<file path="config.mk">
export PLATFORM = sky130hd
export DESIGN_NAME = decimal_int_text_parser_top_flat
export DESIGN_NICKNAME = d
export VERILOG_FILES = /design/src/hdl/dtp_pkg.sv /design/src/hdl/dtp_channels.sv /design/src/hdl/decimal_int_text_parser_top.sv /design/src/flat_wrapper.sv
export SDC_FILE = /design/constraint.sdc
export NUM_CORES = 1
export LEC_CHECK = 0
export ABC_CLOCK_PERIOD_IN_PS = 26300
export BUFFER_PORTS_ARGS = -buffer_cell sky130_fd_sc_hd__buf_4
export CORE_MARGIN = 2
export CORE_UTILIZATION = 49
export DETAILED_ROUTE_END_ITERATION = 8
export PLACE_DENSITY_LB_ADDON = 0.3
export SYNTH_ARGS = -nofsm -noshare
export SYNTH_HDL_FRONTEND = slang
export SYNTH_SLANG_ARGS = --single-unit
</file>
<file path="constraint.sdc">
create_clock -name clock -period 26.3 [get_ports clock]
set_input_delay 5.26 -clock clock [delete_from_list [all_inputs] [get_ports clock]]
set_output_delay 5.26 -clock clock [all_outputs]
set_load 0.01 [all_outputs]
</file>
<file path="src/hdl/dtp_pkg.sv">
// shared types and constants of the decimal text parser
`default_nettype none

package dtp_pkg;

   localparam int COUNT_BITS_DEFAULT = 16;
   localparam int VALUE_BITS         = 32;
   localparam int STATUS_BITS        = 2;
   localparam int CONSUMED_BITS      = 16;
   localparam int CSR_INDEX_BITS     = 1;
   localparam int CSR_DATA_BITS      = 32;

   localparam logic [7:0] CH_SPACE     = 8'd32;
   localparam logic [7:0] CH_BACKSLASH = 8'd92;
   localparam logic [7:0] CH_PLUS      = 8'd43;
   localparam logic [7:0] CH_MINUS     = 8'd45;
   localparam logic [7:0] CH_ZERO      = 8'd48;
   localparam logic [7:0] CH_NINE      = 8'd57;
   localparam logic [7:0] CH_HIGH_MIN  = 8'd128;
   localparam logic [7:0] CH_HIGH_MAX  = 8'd255;

   localparam logic [VALUE_BITS-1:0] POS_LIMIT = 32'h7FFF_FFFF;
   localparam logic [VALUE_BITS-1:0] NEG_LIMIT = 32'h8000_0000;

   typedef enum logic [2:0] {
      PH_DONE   = 3'd0,
      PH_SKIP   = 3'd1,
      PH_PLUS   = 3'd2,
      PH_MINUS  = 3'd3,
      PH_DIGITS = 3'd4
   } phase_type;

   typedef enum logic [STATUS_BITS-1:0] {
      STATUS_OK        = 2'd0,
      STATUS_NO_DIGITS = 2'd1,
      STATUS_RANGE     = 2'd2
   } status_type;

   typedef enum logic [CSR_INDEX_BITS-1:0] {
      CSR_FALLBACK   = 1'd0,
      CSR_SKIP_SPACE = 1'd1
   } csr_index_type;

endpackage

`default_nettype wire

</file>
<file path="src/hdl/dtp_channels.sv">
// valid/ready channel interfaces of the decimal text parser
`default_nettype none

interface dtp_req_if;
   logic       valid;
   logic       ready;
   logic [7:0] text_byte;
   logic       first_byte;
   logic       last_byte;

   modport source (output valid, text_byte, first_byte, last_byte, input ready);
   modport sink (input valid, text_byte, first_byte, last_byte, output ready);
endinterface

interface dtp_rsp_if;
   logic        valid;
   logic        ready;
   logic [31:0] parsed_value;
   logic [1:0]  parse_status;
   logic [15:0] bytes_consumed;

   modport source (output valid, parsed_value, parse_status, bytes_consumed, input ready);
   modport sink (input valid, parsed_value, parse_status, bytes_consumed, output ready);
endinterface

interface dtp_csr_if;
   logic        valid;
   logic        ready;
   logic [0:0]  reg_index;
   logic [31:0] wdata;

   modport source (output valid, reg_index, wdata, input ready);
   modport sink (input valid, reg_index, wdata, output ready);
endinterface

`default_nettype wire

</file>
<file path="src/hdl/decimal_int_text_parser_top.sv">
// decimal text to signed 32-bit integer parser, one byte per cycle unless rsp_bus stalls
//
//  channel   modport  payload                                       transfer
//  req_bus   sink     text_byte, first_byte, last_byte              one text byte
//  rsp_bus   source   parsed_value, parse_status, bytes_consumed    one parse result
//  csr_bus   sink     reg_index, wdata                              one register write
//
//  one byte per cycle sustained unless rsp_bus stalls; a byte is held in the input register,
//  and its result (if any) then lands in the output register
//  the digit step is one shift-add times ten and a 36-bit compare
//  synchronous reset clears parse state, both valid flags and fallback; sets skip on
//  a stalled result holds the pipe: req_bus.ready drops only while rsp_bus is full
//  and not taken; csr writes are always ready
`default_nettype none

module decimal_int_text_parser_top
   import dtp_pkg::*;
#(
   parameter int COUNT_BITS = COUNT_BITS_DEFAULT
) (
   input  wire logic  clock,
   input  wire logic  reset,
   dtp_req_if.sink    req_bus,
   dtp_rsp_if.source  rsp_bus,
   dtp_csr_if.sink    csr_bus
);

   localparam int ACC_BITS  = VALUE_BITS + 4;
   localparam int WIDE_BITS = 33;

   // configuration
   logic [VALUE_BITS-1:0] fallback_ff, fallback_in;
   logic                  skip_ff, skip_in;

   // input register
   logic       in_valid_ff, in_valid_in;
   logic [7:0] in_byte_ff;
   logic       in_first_ff;
   logic       in_last_ff;

   // parse state
   phase_type             phase_ff, phase_in;
   logic                  neg_ff, neg_in;
   logic [VALUE_BITS-1:0] mag_ff, mag_in;
   logic                  ovf_ff, ovf_in;
   logic                  seen_ff, seen_in;
   logic [COUNT_BITS-1:0] cnt_ff, cnt_in;
   logic [COUNT_BITS-1:0] cbn_ff, cbn_in;

   // output register
   logic                     out_valid_ff, out_valid_in;
   logic [VALUE_BITS-1:0]    out_value_ff, out_value_in;
   status_type               out_status_ff, out_status_in;
   logic [CONSUMED_BITS-1:0] out_count_ff, out_count_in;

   logic advance;
   logic take;
   logic emit;

   assign advance     = !out_valid_ff || rsp_bus.ready;
   assign take        = in_valid_ff && advance;
   assign req_bus.ready = !in_valid_ff || advance;
   assign in_valid_in = (req_bus.valid && req_bus.ready) || (in_valid_ff && !advance);

   assign csr_bus.ready = 1'b1;

   always_comb begin
      fallback_in = fallback_ff;
      skip_in     = skip_ff;
      if (csr_bus.valid) begin
         case (csr_bus.reg_index)
            CSR_FALLBACK:   fallback_in = csr_bus.wdata;
            CSR_SKIP_SPACE: skip_in     = csr_bus.wdata[0];
            default:        ;
         endcase
      end
   end

   // byte step
   logic                  is_sep, is_plus, is_minus, is_digit;
   logic                  consumed;
   logic                  stage_plus, stage_minus;
   logic [COUNT_BITS-1:0] cnt_inc;
   logic [ACC_BITS-1:0]   acc;
   logic [ACC_BITS-1:0]   limit;
   logic [WIDE_BITS-1:0]  cnt_wide;
   logic [COUNT_BITS-1:0] cnt_sel;

   always_comb begin
      phase_in  = phase_ff;
      neg_in    = neg_ff;
      mag_in    = mag_ff;
      ovf_in    = ovf_ff;
      seen_in   = seen_ff;
      cnt_in    = cnt_ff;
      cbn_in    = cbn_ff;
      consumed  = 1'b0;
      emit      = 1'b0;
      is_sep    = in_byte_ff inside {[8'd0:CH_SPACE], [CH_HIGH_MIN:CH_HIGH_MAX], CH_BACKSLASH};
      is_plus   = in_byte_ff == CH_PLUS;
      is_minus  = in_byte_ff == CH_MINUS;
      is_digit  = in_byte_ff inside {[CH_ZERO:CH_NINE]};
      stage_plus  = 1'b0;
      stage_minus = 1'b0;

      if (in_first_ff) begin
         neg_in   = 1'b0;
         mag_in   = '0;
         ovf_in   = 1'b0;
         seen_in  = 1'b0;
         cnt_in   = '0;
         cbn_in   = '0;
         phase_in = skip_ff ? PH_SKIP : PH_PLUS;
      end

      cnt_inc = (cnt_in == '1) ? cnt_in : cnt_in + COUNT_BITS'(1);
      limit   = neg_in ? ACC_BITS'(NEG_LIMIT) : ACC_BITS'(POS_LIMIT);
      acc     = {1'b0, mag_in, 3'b000} + {3'b000, mag_in, 1'b0}
              + ACC_BITS'(in_byte_ff - CH_ZERO);

      if (phase_in != PH_DONE) begin
         if (phase_in == PH_SKIP && is_sep) begin
            consumed = 1'b1;
            cbn_in   = cnt_inc;
         end else begin
            stage_plus = (phase_in == PH_SKIP) || (phase_in == PH_PLUS);
            if (stage_plus && is_plus) begin
               consumed = 1'b1;
               cbn_in   = cnt_inc;
               phase_in = PH_MINUS;
            end else begin
               stage_minus = stage_plus || (phase_in == PH_MINUS);
               if (stage_minus && is_minus) begin
                  consumed = 1'b1;
                  neg_in   = 1'b1;
                  phase_in = PH_DIGITS;
               end else if (is_digit) begin
                  consumed = 1'b1;
                  seen_in  = 1'b1;
                  phase_in = PH_DIGITS;
                  if (!ovf_in) begin
                     if (acc > limit) begin
                        ovf_in = 1'b1;
                     end else begin
                        mag_in = acc[VALUE_BITS-1:0];
                     end
                  end
               end else begin
                  emit     = 1'b1;
                  phase_in = PH_DONE;
               end
            end
         end
         if (consumed) begin
            cnt_in = cnt_inc;
            if (in_last_ff) begin
               emit     = 1'b1;
               phase_in = PH_DONE;
            end
         end
      end
      emit = emit && in_valid_ff;

      // result
      if (!seen_in) begin
         out_value_in  = fallback_ff;
         out_status_in = STATUS_NO_DIGITS;
         cnt_sel       = cbn_in;
      end else if (ovf_in) begin
         out_value_in  = fallback_ff;
         out_status_in = STATUS_RANGE;
         cnt_sel       = cnt_in;
      end else begin
         out_value_in  = neg_in ? (VALUE_BITS'(0) - mag_in) : mag_in;
         out_status_in = STATUS_OK;
         cnt_sel       = cnt_in;
      end
      cnt_wide     = WIDE_BITS'(cnt_sel);
      out_count_in = (cnt_wide > WIDE_BITS'({CONSUMED_BITS{1'b1}})) ?
                     {CONSUMED_BITS{1'b1}} : cnt_wide[CONSUMED_BITS-1:0];
   end

   assign out_valid_in = (take && emit) || (out_valid_ff && !rsp_bus.ready);

   always_ff @(posedge clock) begin
      if (reset) begin
         fallback_ff  <= '0;
         skip_ff      <= 1'b1;
         in_valid_ff  <= 1'b0;
         out_valid_ff <= 1'b0;
         phase_ff     <= PH_DONE;
         neg_ff       <= 1'b0;
         mag_ff       <= '0;
         ovf_ff       <= 1'b0;
         seen_ff      <= 1'b0;
         cnt_ff       <= '0;
         cbn_ff       <= '0;
      end else begin
         fallback_ff  <= fallback_in;
         skip_ff      <= skip_in;
         in_valid_ff  <= in_valid_in;
         out_valid_ff <= out_valid_in;
         if (take) begin
            phase_ff <= phase_in;
            neg_ff   <= neg_in;
            mag_ff   <= mag_in;
            ovf_ff   <= ovf_in;
            seen_ff  <= seen_in;
            cnt_ff   <= cnt_in;
            cbn_ff   <= cbn_in;
         end
      end
   end

   always_ff @(posedge clock) begin
      if (req_bus.valid && req_bus.ready) begin
         in_byte_ff  <= req_bus.text_byte;
         in_first_ff <= req_bus.first_byte;
         in_last_ff  <= req_bus.last_byte;
      end
      if (take && emit) begin
         out_value_ff  <= out_value_in;
         out_status_ff <= out_status_in;
         out_count_ff  <= out_count_in;
      end
   end

   assign rsp_bus.valid          = out_valid_ff;
   assign rsp_bus.parsed_value   = out_value_ff;
   assign rsp_bus.parse_status   = out_status_ff;
   assign rsp_bus.bytes_consumed = out_count_ff;

   // no result from a byte that arrives after the parse is over
   assert property (@(posedge clock) disable iff (reset)
      emit |-> (phase_ff != PH_DONE || in_first_ff))
      else $error("result from a byte outside a parse");

   // a good number always consumed at least one digit
   assert property (@(posedge clock) disable iff (reset)
      (out_valid_ff && out_status_ff == STATUS_OK) |-> out_count_ff != '0)
      else $error("ok result with zero bytes consumed");

   // sign is only taken once the sign phases are behind
   assert property (@(posedge clock) disable iff (reset)
      neg_ff |-> (phase_ff != PH_SKIP && phase_ff != PH_PLUS && phase_ff != PH_MINUS))
      else $error("minus sign recorded too early");

   // magnitude stays within the positive range unless negative
   assert property (@(posedge clock) disable iff (reset)
      !neg_ff |-> mag_ff <= POS_LIMIT)
      else $error("positive magnitude above limit");

   // a full output register that is not taken blocks the pipe
   assert property (@(posedge clock) disable iff (reset)
      (out_valid_ff && !rsp_bus.ready && in_valid_ff) |=> $stable(phase_ff))
      else $error("parse state moved during a stall");

endmodule

`default_nettype wire
</file>
<file path="src/flat_wrapper.sv">
// flat-port wrapper written by rule: the top's interface ports become plain ports
module decimal_int_text_parser_top_flat import dtp_pkg::*;
#(
   parameter int COUNT_BITS = COUNT_BITS_DEFAULT
)
  (clock, reset, req_bus_valid, req_bus_text_byte, req_bus_first_byte, req_bus_last_byte, req_bus_ready, rsp_bus_valid, rsp_bus_parsed_value, rsp_bus_parse_status, rsp_bus_bytes_consumed, rsp_bus_ready, csr_bus_valid, csr_bus_reg_index, csr_bus_wdata, csr_bus_ready);
  dtp_req_if req_bus_i ();
  dtp_rsp_if rsp_bus_i ();
  dtp_csr_if csr_bus_i ();
  input  wire logic clock;
  input  wire logic reset;
  input wire logic [$bits(req_bus_i.valid)-1:0] req_bus_valid;
  input wire logic [$bits(req_bus_i.text_byte)-1:0] req_bus_text_byte;
  input wire logic [$bits(req_bus_i.first_byte)-1:0] req_bus_first_byte;
  input wire logic [$bits(req_bus_i.last_byte)-1:0] req_bus_last_byte;
  output wire logic [$bits(req_bus_i.ready)-1:0] req_bus_ready;
  output wire logic [$bits(rsp_bus_i.valid)-1:0] rsp_bus_valid;
  output wire logic [$bits(rsp_bus_i.parsed_value)-1:0] rsp_bus_parsed_value;
  output wire logic [$bits(rsp_bus_i.parse_status)-1:0] rsp_bus_parse_status;
  output wire logic [$bits(rsp_bus_i.bytes_consumed)-1:0] rsp_bus_bytes_consumed;
  input wire logic [$bits(rsp_bus_i.ready)-1:0] rsp_bus_ready;
  input wire logic [$bits(csr_bus_i.valid)-1:0] csr_bus_valid;
  input wire logic [$bits(csr_bus_i.reg_index)-1:0] csr_bus_reg_index;
  input wire logic [$bits(csr_bus_i.wdata)-1:0] csr_bus_wdata;
  output wire logic [$bits(csr_bus_i.ready)-1:0] csr_bus_ready;
  assign req_bus_i.valid = req_bus_valid;
  assign req_bus_i.text_byte = req_bus_text_byte;
  assign req_bus_i.first_byte = req_bus_first_byte;
  assign req_bus_i.last_byte = req_bus_last_byte;
  assign req_bus_ready = req_bus_i.ready;
  assign rsp_bus_valid = rsp_bus_i.valid;
  assign rsp_bus_parsed_value = rsp_bus_i.parsed_value;
  assign rsp_bus_parse_status = rsp_bus_i.parse_status;
  assign rsp_bus_bytes_consumed = rsp_bus_i.bytes_consumed;
  assign rsp_bus_i.ready = rsp_bus_ready;
  assign csr_bus_i.valid = csr_bus_valid;
  assign csr_bus_i.reg_index = csr_bus_reg_index;
  assign csr_bus_i.wdata = csr_bus_wdata;
  assign csr_bus_ready = csr_bus_i.ready;
  decimal_int_text_parser_top #(.COUNT_BITS(COUNT_BITS)) u_core (.clock(clock), .reset(reset), .req_bus(req_bus_i), .rsp_bus(rsp_bus_i), .csr_bus(csr_bus_i));
endmodule
</file>
Word level (Yosys, flattened, before mapping):

Cells that the tools add are included.
Widths: inputs -> output; s select.

* bits in registers: 165
* input port bits: 48
* output and inout bits: 53
* logic and storage cells: 125

* add/sub/neg operators: 5
* order comparisons: 7
* equal/unequal tests: 7
* multiplexer cells: 62
* bitwise gates (word level): 1
* reduce and logical (&&, ||, !) cells: 26

Operators with widths (number)
* $mux 32: 12
* $mux 16: 9
* $add 35x33->36: 1
* $add 36x36->36: 1
* $gt 36x36->1: 1
* $sub 1x32->32 const A: 1
* $mux 1: 31
* $mux 3: 8
* $add 16x1->16 const B: 1
* $eq 16x16->1 const B: 1
* $eq 8x6->1 const B: 2
* $le 8x6->1 const B: 2
* $logic_and 1x1->1: 12
* $sub 8x6->9 const B: 1
* $eq 8x7->1 const B: 1
* $ge 8x1->1 const B: 1
* $ge 8x6->1 const B: 1
* $ge 8x8->1 const B: 1
* $le 8x8->1 const B: 1
* $eq 3x2->1 const B: 2
* $logic_or 1x1->1: 6
* $reduce_bool 3->1: 2
* $logic_not 1->1: 4
* $mux 2: 2
* other kinds (3): 4

Longest topological paths before layout:

Gate-level depths: netlist of run 1.

* word-level depth: 15
* mapped depth: 36
* gate-level depth less buffers: 32

Least setup slack after synthesis of run 1:

No wires, ideal clock.

* path type: input to output
* start: input rsp_bus_ready
* end: output req_bus_ready
* arrival time: 5468 ps
* data required time: 21040 ps
* setup slack: 15572 ps
* stages: 1
* path buffers: 0
* path through: nand3b_1

* word-level cells in the longest chain between the ends: 2

RTL lines
* start: declaration: RTL line flat_wrapper.sv:21 `input wire logic [$bits(rsp_bus_i.ready)-1:0] rsp_bus_ready;`
* $logic_or 1x1->1: RTL line decimal_int_text_parser_top.sv:60 `assign advance = !out_valid_ff || rsp_bus.ready;`
* $logic_or 1x1->1: RTL line decimal_int_text_parser_top.sv:62 `assign req_bus.ready = !in_valid_ff || advance;`
* end: declaration: RTL line flat_wrapper.sv:16 `output wire logic [$bits(req_bus_i.ready)-1:0] req_bus_ready;`

No other way between the ends.

Worst setup path after layout of run 1:

Ends and elaborated chain as after synthesis.

==> reports/results.ini, run 1 <==
[synthesis]
synth_commonest_cells = nand2_1 (239), nor2_1 (162), a21oi_1 (146)
synth_top_area_frac = 0.170
postSynthCellCount = 1561
avgSynthCellArea_um2 = 7.94
synth.most_common_cell = nand2_1
synth-compound-area-share = 0.227
yosys.area_share.xor_xnor = 0.0566
synth_simple_gate_area_frac = 0.208
synth_warnings = 0
yosysTopAreaCell = dfxtp_1
async_flop_share = 0
yosysUniqueCellTypes = 83
synth_top_family_by_area = compound AO/OA/AOI/OAI gates
synth_flop_cell = dfxtp_1
syn_nets = 1715
ys_seq_area_frac = 0.315
synth_area_um2 = 12400
synth_seq_cells = 165
synth_edf_count = 60
synthAdderAreaFrac = 0.126
synth_area_leaders = dfxtp_1 (17%), edfxtp_1 (15%), ha_1 (7.6%), nand2_1 (7.2%), a21oi_1 (5.9%)
synth_mux_area_frac = 0.0108

[worst_setup_path]
end_kind = output port
path_class = in -> out
max_stage_delay_ns = 0.19
cp_cell_sequence = buf_4, nand3b_1, buf_4
worst-r2r-setup-slack_ns = 16.20
r2r_end = u_core.rsp_bus.parsed_value[30]
r2r_cells = 32
cp.arrival_ns = 5.73
r2r-start = u_core.in_first_ff
cp_max_fo = 3
crit_required_ns = 21.04
cp_common_cell = buf_4
cp-start-kind = input pin
slowest_stage = nand3b_1

[global_route]
antenna_found_initial = 0
overflow = 0
track_usage = 0.255
grt_pass1_wl_mm = 54.3
grt_max_degree = 106
grt_pass1_vias = 10600

[place]
io_buffers = 99
dpl_cell_area_um2 = 13300
gp_congestion = 0.927
post-dp-hpwl_mm = 24.6

[clock_network]
clk_pin_slew_ns = 0.07
cts_root_buf = clkbuf_16
cts_tree = yes
cts_buffer_depth = 2
htree_levels = 4
cts-resized-gates = 0
cts_buffers = 17
cts.sinks = 165
holdBufCountCts = 0
insertion_delay_ns = 0.44
post-cts-setup-buffers = 0

[floorplan]
placementRows = 58
die_w_um = 163
chipHeight_um = 163
io_pins = 101
die_area_um2 = 26600
placeableCoreArea_um2 = 25000
start_util = 0.495

[layout]
finish.utilization = 0.554
final_cell_area_um2 = 13900
drive_above_1_share = 0.110
syn2layout_area_growth_pct = 11.9
finish.net_count = 1759
antenna_cells = 0

[sta]
finalSetupTns_ns = 0
fmax_mhz = 91.0
fin_crit_ns = 10.99
hold_violations = 0
post-route-period-util = 0.418
rsz0062_at_grt = no
slew_viol_final = 0
setup_viol = 0
tightest_slew_ns = 1.21
relSlewSlack = 0.191
clock_skew_ns = 0.0149

[route]
drt-pass1-iter-count = 5
via_per_inst = 5.90
wire_per_inst_um = 17.5
drc = 0
drt_wl_total_mm = 34.0
drtAntennaViolNets = 0
drtIter0Drc = 1072
num_vias = 11500

[worst_hold_path]
hp-start = u_core.mag_ff[3]
hold-path-cell-count = 2
hold_end = u_core.mag_ff[3]
hp-class = reg -> reg

[power]
ir_drop_uv = 34.1
p_per_area_nw_per_um2 = 48.2
design_power_total_w = 0.000668
power.leakage_nw = 5.59

[job]
max_cap_violations = 0

[status]
status = completed

-- critical path, delay by kind of cell --
kind / cells / cell delay, ns
buffers and inverters: 2 / 0.28
AND/OR/NAND/NOR: 1 / 0.19
-- final cells by class --
cell class	count	area, um^2
tap	330	413
clock inverter	13	136
inverter	90	338
multi-input combinational	1218	7790
timing repair buffer	113	848
clock buffer	19	433
sequential	165	3900
fill	2370	11200
-- how the worst max path moves through the flow --
stage,start,slack (ns),to
final,rsp_bus_ready,15.31,req_bus_ready
after global routing,rsp_bus_ready,15.28,req_bus_ready
after CTS,rsp_bus_ready,15.31,req_bus_ready
after detailed placement,rsp_bus_ready,15.31,req_bus_ready
after global placement,rsp_bus_ready,15.34,req_bus_ready
after floorplan,rsp_bus_ready,15.57,req_bus_ready
-- sequential cells by signal, summed over array words and instances, names as in the netlist, 2 cells and up --
| signal | count |
|---|---|
| u_core.mag_ff | 32 |
| u_core.rsp_bus.parse_status | 2 |
| u_core.rsp_bus.parsed_value | 32 |
| u_core.phase_ff | 3 |
| u_core.fallback_ff | 32 |
| u_core.in_byte_ff | 8 |
| u_core.rsp_bus.bytes_consumed | 16 |
| u_core.cbn_ff | 16 |
| u_core.cnt_ff | 16 |
-- placed cells by master, fill, tap and decap left out, drive strengths merged, types with 37 or more instances in the layout --
| master | n |
|---|---|
| o21ai | 127 |
| edfxtp | 60 |
| inv | 98 |
| dfxtp | 105 |
| buf | 113 |
| nor2 | 163 |
| xnor2 | 48 |
| a22oi | 37 |
| a21oi | 150 |
| ha | 75 |
| nand2 | 239 |
-- routing by layer --
layer	global-route usage	vias to the layer above	share of wire
met4	0.0961	0	0.030
met5	0	-	0
met2	0.432	391	0.49
li1	-	5595	-
met3	0.0372	70	0.057
met1	0.329	5444	0.42
-- report_power, final --
part           internal [W]  total (W)  switching [W]
Sequential         0.000274   0.000280     0.00000597
Clock              0.000134   0.000246       0.000113
Combinational     0.0000482   0.000142      0.0000939
-- cell families (layout without fill, tap and decap cells) --
family	after synthesis	after routing
AO/OA/AOI/OAI	452	452
XOR/XNOR	80	80
adder cells (fa/ha/maj)	106	106
buffers and inverters	178	235
flip-flops	165	165
multiplexers	13	13
other	1	1
AND/OR/NAND/NOR	566	566
-- per-stage QoR --
stage / worst slack (ns) / cells / hold WS, ns
floorplan: 15.57 / 1561 / 0.432
global placement: 15.34 / 1916 / 0.443
detailed placement: 15.31 / 1916 / 0.444
CTS: 15.31 / 1948 / 0.453
global route: 15.28 / 1948 / 0.473
finish: 15.31 / 1948 / 0.455
Power figures use the tool's default switching activity.
==> run 2: changes to the inputs <==
ABC_CLOCK_PERIOD_IN_PS = 9500   (was 26300)
clock period = 9.5 ns   (was 26.3 ns; I/O delays follow)
==> run 2 against run 1 <==
  * Total power grew to 2.8 times the previous value
  * Clock power grew to 2.8 times the previous value
  * Register-to-register slack lost 15 ns
  * Final area rose by 0.75%
  * Combinational power grew to 2.8 times the previous value
  * Global-route usage rose by 0.94 points
  * Clock-buffer cell count down 1
  * Wire length increased by 3.1%
  * Largest cell class unchanged
==> reports/results.ini, run 2 (synthesized netlist as in run 1, its figures left out) <==
[place]
gp_congestion = 0.967  ; +4.3%
dpl_cell_area_um2 = 13300  ; +0.34%
post-dp-hpwl_mm = 25.9  ; +5.2%
io_buffers = 99  ; unchanged

[sta]
hold_violations = 0  ; unchanged
fmax_mhz = 114
tightest_slew_ns = 1.16  ; -0.0525 ns
setup_viol = 0  ; unchanged
clock_skew_ns = 0.00867  ; -0.00621 ns
fin_crit_ns = 8.79
finalSetupTns_ns = 0  ; unchanged
rsz0062_at_grt = no
post-route-period-util = 0.925
relSlewSlack = 0.226  ; +0.0350
slew_viol_final = 0  ; unchanged

[power]
swShare = 0.318  ; about the same
power_frac_comb = 0.216  ; +0.003
power_frac_clock = 0.367  ; -0.002
sequentialPowerShare = 0.417  ; about the same
power.leakage_nw = 5.66  ; +1.2%
intPower_w = 0.00126  ; +180%
p_per_area_nw_per_um2 = 133  ; +180%
power_switching_w = 0.000591  ; +180%
ir_drop_uv = 103  ; +200%

[worst_setup_path]
end_kind = flip-flop
crit_required_ns = 9.68  ; -11.36 ns
max_stage_delay_ns = 0.53  ; +0.34 ns
cp.arrival_ns = 8.97  ; +3.24 ns
path_class = reg -> reg
cp_max_fo = 15  ; +12
slowest_stage = fa_1
cp-start-kind = flip-flop

[clock_network]
htree_levels = 4  ; unchanged
insertion_delay_ns = 0.43  ; about the same
cts_root_buf = clkbuf_16
clk_pin_slew_ns = 0.07  ; about the same
holdBufCountCts = 0  ; unchanged
cts_tree = yes
cts_buffers = 17  ; unchanged
cts.sinks = 165  ; unchanged
cts_buffer_depth = 2  ; unchanged

[layout]
fill_cells = 2386  ; +0.68%
multi_input_area_um2 = 7790  ; unchanged
final_cell_area_um2 = 14000  ; +0.75%
seq_area_um2 = 3900  ; unchanged
drive_above_1_share = 0.117  ; +0.00724
mostFrequentLayoutCell = nand2_1
antenna_cells = 0  ; unchanged
finish.net_count = 1770  ; +0.63%
layout_common_cells = nand2_1 (238), nor2_1 (162), a21oi_1 (146)
syn2layout_area_growth_pct = 12.7

[floorplan]
placeableCoreArea_um2 = 25000  ; unchanged
start_util = 0.495  ; unchanged
io_pins = 101  ; unchanged
die_area_um2 = 26600  ; unchanged
chipHeight_um = 163  ; unchanged
die_w_um = 163  ; unchanged
placementRows = 58  ; unchanged

[global_route]
overflow = 0  ; unchanged
grt_pass1_vias = 10800  ; +1.3%
track_usage = 0.264  ; +0.00943
grt_max_degree = 80  ; -25%
grt_pass1_wl_mm = 55.7  ; +2.7%
antenna_found_initial = 0  ; unchanged

[route]
drc = 0  ; unchanged
via_per_inst = 5.88  ; -0.32%
num_vias = 11500  ; +0.24%
drtIter0Drc = 1117  ; +4.2%
wire_per_inst_um = 17.9  ; +2.5%
drt-pass1-iter-count = 5  ; unchanged
drtAntennaViolNets = 0  ; unchanged
drt_wl_total_mm = 35.1  ; +3.1%

[worst_hold_path]
hp-class = reg -> reg

[job]
max_cap_violations = 0  ; unchanged

[status]
status = completed

## run 2: layer usage
metal / wire (um) / up-vias / global-route usage / part of all wire
met3: 2130 / 80 / 0.0372 / 0.061
met1: 14800 / 5447 / 0.341 / 0.42
met2: 17000 / 388 / 0.449 / 0.48
li1: - / 5613 / - / -
met5: 0 / - / 0 / 0
met4: 1170 / 0 / 0.0981 / 0.033
## run 2: timing repair
action                     CTS  global route
setup endpoints to repair    0             7
resized for setup            0             2
hold endpoints to repair     0             0
buffers inserted             0             5
## run 2: worst paths after layout
| kind | cells after the start | slack, ns | to | startpoint |
|---|---|---|---|---|
| setup / recovery | 34 | 0.71 | u_core.rsp_bus.parsed_value[30] | u_core.in_byte_ff[4] |
| hold / removal | 2 | 0.45 | u_core.fallback_ff[11] | u_core.fallback_ff[11] |
| setup reg to reg | 34 | 0.71 | u_core.rsp_bus.parsed_value[30] | u_core.in_byte_ff[4] |
| hold reg to reg | 2 | 0.45 | u_core.fallback_ff[11] | u_core.fallback_ff[11] |
## run 2: final cells by class
cell class                 count  share of cell area
clock buffer                  18              0.0307
clock inverter                14              0.0104
inverter                      90              0.0245
multi-input combinational   1218               0.558
sequential                   165               0.279
tap                          330              0.0296
timing repair buffer         124              0.0675
## run 2: stage by stage
stage | instances | util | hold WS [ns] | setup WS (ns) | power, W
2_1_floorplan | 1561 | - | 0.432 | 1.25 | 0.00106
3_3_place_gp | 1922 | 0.533 | 0.440 | 0.950 | 0.00117
3_5_place_dp | 1922 | 0.533 | 0.447 | 0.720 | 0.00118
4_1_cts | 1954 | 0.556 | 0.457 | 0.673 | 0.00186
5_1_grt | 1959 | 0.558 | 0.473 | 0.000544 | 0.00194
6_report | 1959 | 0.558 | 0.455 | 0.712 | 0.00186
## run 2: power groups by stage
| stage | Clock (W) | Combinational (W) | Sequential, W |
|---|---|---|---|
| final | 0.000680 | 0.000401 | 0.000774 |
| after global routing | 0.000718 | 0.000445 | 0.000777 |
| after CTS | 0.000687 | 0.000395 | 0.000774 |
| after detailed placement | 0 | 0.000393 | 0.000789 |
| after global placement | 0 | 0.000386 | 0.000789 |
| after floorplan | 0 | 0.000276 | 0.000787 |
## run 2: worst max-delay path: cells and delay by family, from the launching register on
| kind | cells | cell delay [ns] |
|---|---|---|
| AND/OR/NAND/NOR | 8 | 1.59 |
| XOR/XNOR | 2 | 0.40 |
| adder cells (fa/ha/maj) | 5 | 1.76 |
| buffers and inverters | 6 | 1.04 |
| flip-flops | 1 | 0.49 |
| multiplexers | 2 | 0.64 |
| AO/OA/AOI/OAI | 11 | 2.59 |
==> run 3: changes to the inputs <==
ABC_AREA = 1   (was not set)
==> run 3 against run 2 <==
  * First-iteration DRC count fell by 24%
  * Maximum frequency rose by 10%
  * Total power rose by 6.5%
  * Clock power fell by 1%
  * Sequential power rose by 3.1%
  * Die area rose by 1.9%
  * Combinational power rose by 26%
  * Synthesized cell count rose by 18%
  * Flip-flop and latch count did not move
==> reports/results.ini, run 3 <==
[synthesis]
avgSynthCellArea_um2 = 6.87  ; -13%
synth_seq_cells = 165  ; unchanged
synth_warnings = 0  ; unchanged
postSynthCellCount = 1839  ; +18%
yosysUniqueCellTypes = 48  ; -42%
ys_seq_area_frac = 0.309  ; -0.00609
synth_area_leaders = dfxtp_1 (17%), edfxtp_1 (14%), nand2_1 (13%), inv_1 (8.5%), ha_1 (7.4%)
synth_edf_count = 60  ; unchanged
async_flop_share = 0  ; unchanged
synth.most_common_cell = nand2_1
synth_commonest_cells = nand2_1 (429), inv_1 (287), nor2_1 (214)
synth_top_area_frac = 0.166  ; -0.00328
yosysTopAreaCell = dfxtp_1
synth_area_um2 = 12600  ; +2.0%
synth_flop_cell = dfxtp_1
syn_nets = 1993  ; +16%

[route]
drt-pass1-iter-count = 5  ; unchanged
drc = 0  ; unchanged
wl_met1_mm = 15.3  ; +3.0%
drt_wl_total_mm = 35.0  ; -0.38%
drtAntennaViolNets = 0  ; unchanged
num_vias = 11900  ; +3.4%
via_per_inst = 5.31  ; -9.8%
dr_wl_met3_mm = 1.48  ; -30%
drtIter0Drc = 848  ; -24%
dr_wl_met2_mm = 17.3  ; +1.9%
dr.max_layer_used = met4
wire_per_inst_um = 15.6  ; -13%

[clock_network]
cts_root_buf = clkbuf_16
cts_buffer_depth = 2  ; unchanged
cts_tree = yes
clk_pin_slew_ns = 0.07  ; about the same
post-cts-setup-buffers = 0  ; unchanged
cts-resized-gates = 0  ; unchanged
cts_buffers = 17  ; unchanged
cts.sinks = 165  ; unchanged
insertion_delay_ns = 0.44  ; about the same
htree_levels = 4  ; unchanged
holdBufCountCts = 0  ; unchanged

[sta]
hold_violations = 0  ; unchanged
finalSetupTns_ns = 0  ; unchanged
setup_viol = 0  ; unchanged
tightest_slew_ns = 1.14  ; -0.0176 ns
fmax_mhz = 125  ; +10%
clock_skew_ns = 0.0124  ; +0.00372 ns
slew_viol_final = 0  ; unchanged
post-route-period-util = 0.840  ; -0.0846
relSlewSlack = 0.236  ; +0.0109
rsz0062_at_grt = no
fin_crit_ns = 7.98  ; -0.804 ns

[worst_hold_path]
hp-class = reg -> reg

[place]
dp_cells = 2213  ; +15%
gp_congestion = 0.998  ; +3.2%
io_buffers = 99  ; unchanged
post-dp-hpwl_mm = 26.5  ; +2.3%

[layout]
drive_above_1_share = 0.103  ; -0.0144
layout_common_cells = nand2_1 (429), inv_1 (285), nor2_1 (214)
finish.net_count = 2056  ; +16%
fin_cells = 2245  ; +15%
antenna_cells = 0  ; unchanged
fill_cells = 2496  ; +4.6%
syn2layout_area_growth_pct = 12.1
mostFrequentLayoutCell = nand2_1

[floorplan]
placementRows = 58  ; unchanged
start_util = 0.500  ; +0.00540
chipHeight_um = 165  ; +0.96%
die_w_um = 165  ; +0.96%
placeableCoreArea_um2 = 25300  ; +0.87%
io_pins = 101  ; unchanged
die_area_um2 = 27100  ; +1.9%

[status]
status = completed

[power]
power.leakage_nw = 7.41  ; +31%
p_per_area_nw_per_um2 = 140  ; +5.0%
ir_drop_uv = 128  ; +24%

[global_route]
grt_pass1_wl_mm = 55.9  ; +0.27%
track_usage = 0.260  ; -0.00400
grt_max_degree = 95  ; +19%
grt_pass1_vias = 11300  ; +4.9%
antenna_found_initial = 0  ; unchanged
overflow = 0  ; unchanged

[worst_setup_path]
cp_max_fo = 43  ; +28
crit_required_ns = 9.66  ; -0.02 ns
path_class = reg -> reg
cp_common_cell = nand2_1
slowest_stage = nand4_2
end_kind = flip-flop
cp-start-kind = flip-flop
max_stage_delay_ns = 0.76  ; +0.23 ns
cp.arrival_ns = 8.14  ; -0.83 ns

[job]
max_cap_violations = 0  ; unchanged

## run 3: changes by cell type after synthesis, moves of 13 or more
cell	change
inv_1	+198
nand2_1	+190
nand3_1	+54
nor2_1	+52
a22oi_1	-37
o21ai_0	+34
a211oi_1	-32
xnor2_1	-31
clkbuf_1	-23
nor3_1	-15
nor2b_1	-14
nand2_2	+13
## run 3: worst paths after layout
| kind | start | endpoint | slack, ns | cells after the start |
|---|---|---|---|---|
| max | u_core.in_first_ff | u_core.rsp_bus.parsed_value[28] | 1.52 | 35 |
| min | u_core.phase_ff[1] | u_core.phase_ff[1] | 0.47 | 2 |
| min reg2reg | u_core.phase_ff[1] | u_core.phase_ff[1] | 0.47 | 2 |
| max reg2reg | u_core.in_first_ff | u_core.rsp_bus.parsed_value[28] | 1.52 | 35 |
## run 3: through the flow
step	hold WS (ns)	power, W	cell area (um^2)	utilization	setup WS, ns
after CTS	0.476	0.00198	14200	0.561	1.66
final	0.474	0.00198	14200	0.561	1.52
after global routing	0.496	0.00208	14200	0.561	0.864
after detailed placement	0.456	0.00131	13600	0.539	1.69
after floorplan	0.428	0.00117	12600	-	3.16
after global placement	0.455	0.00130	13600	0.539	1.76
## run 3: where the power goes
| part | switching [W] | total (W) | internal [W] |
|---|---|---|---|
| clock | 0.000326 | 0.000673 | 0.000347 |
| combinational | 0.000340 | 0.000506 | 0.000166 |
| sequential | 0.0000210 | 0.000798 | 0.000777 |
| total | 0.000687 | 0.00198 | 0.00129 |
## run 3: critical path, delay by kind of cell (launching register included)
family / cells / cell delay, ns
simple gates: 19 / 3.19
fa+ha+maj: 4 / 1.46
compound gates: 7 / 1.32
buf+inv: 4 / 0.97
flops: 1 / 0.36
xor+xnor: 1 / 0.33
## run 3: final cells by class
| cell class | instances | area [um^2] | share of cell area |
|---|---|---|---|
| sequential | 165 | 3900 | 0.276 |
| tap | 330 | 413 | 0.0292 |
| timing repair buffer | 108 | 811 | 0.0572 |
| multi-input combinational | 1314 | 7360 | 0.520 |
| clock buffer | 18 | 429 | 0.0303 |
| inverter | 296 | 1110 | 0.0785 |
| clock inverter | 14 | 130 | 0.00919 |
## run 3: metal layers
layer | track usage | vias to the layer above
li1 | - | 6018
met1 | 0.327 | 5550
met2 | 0.461 | 292
met3 | 0.0382 | 56
met4 | 0.0794 | 0
met5 | 0 | -
## run 3: logic make-up (layout without fill, tap and decap cells)
group | after synthesis | in the layout | synth area share
AO/OA/AOI/OAI | 356 | 356 | 0.157
XOR/XNOR | 60 | 60 | 0.0416
adder cells (fa/ha/maj) | 106 | 106 | 0.123
buffers and inverters | 360 | 436 | 0.109
flip-flops | 165 | 165 | 0.309
other | 1 | 1 | 0.000297
AND/OR/NAND/NOR | 791 | 791 | 0.260
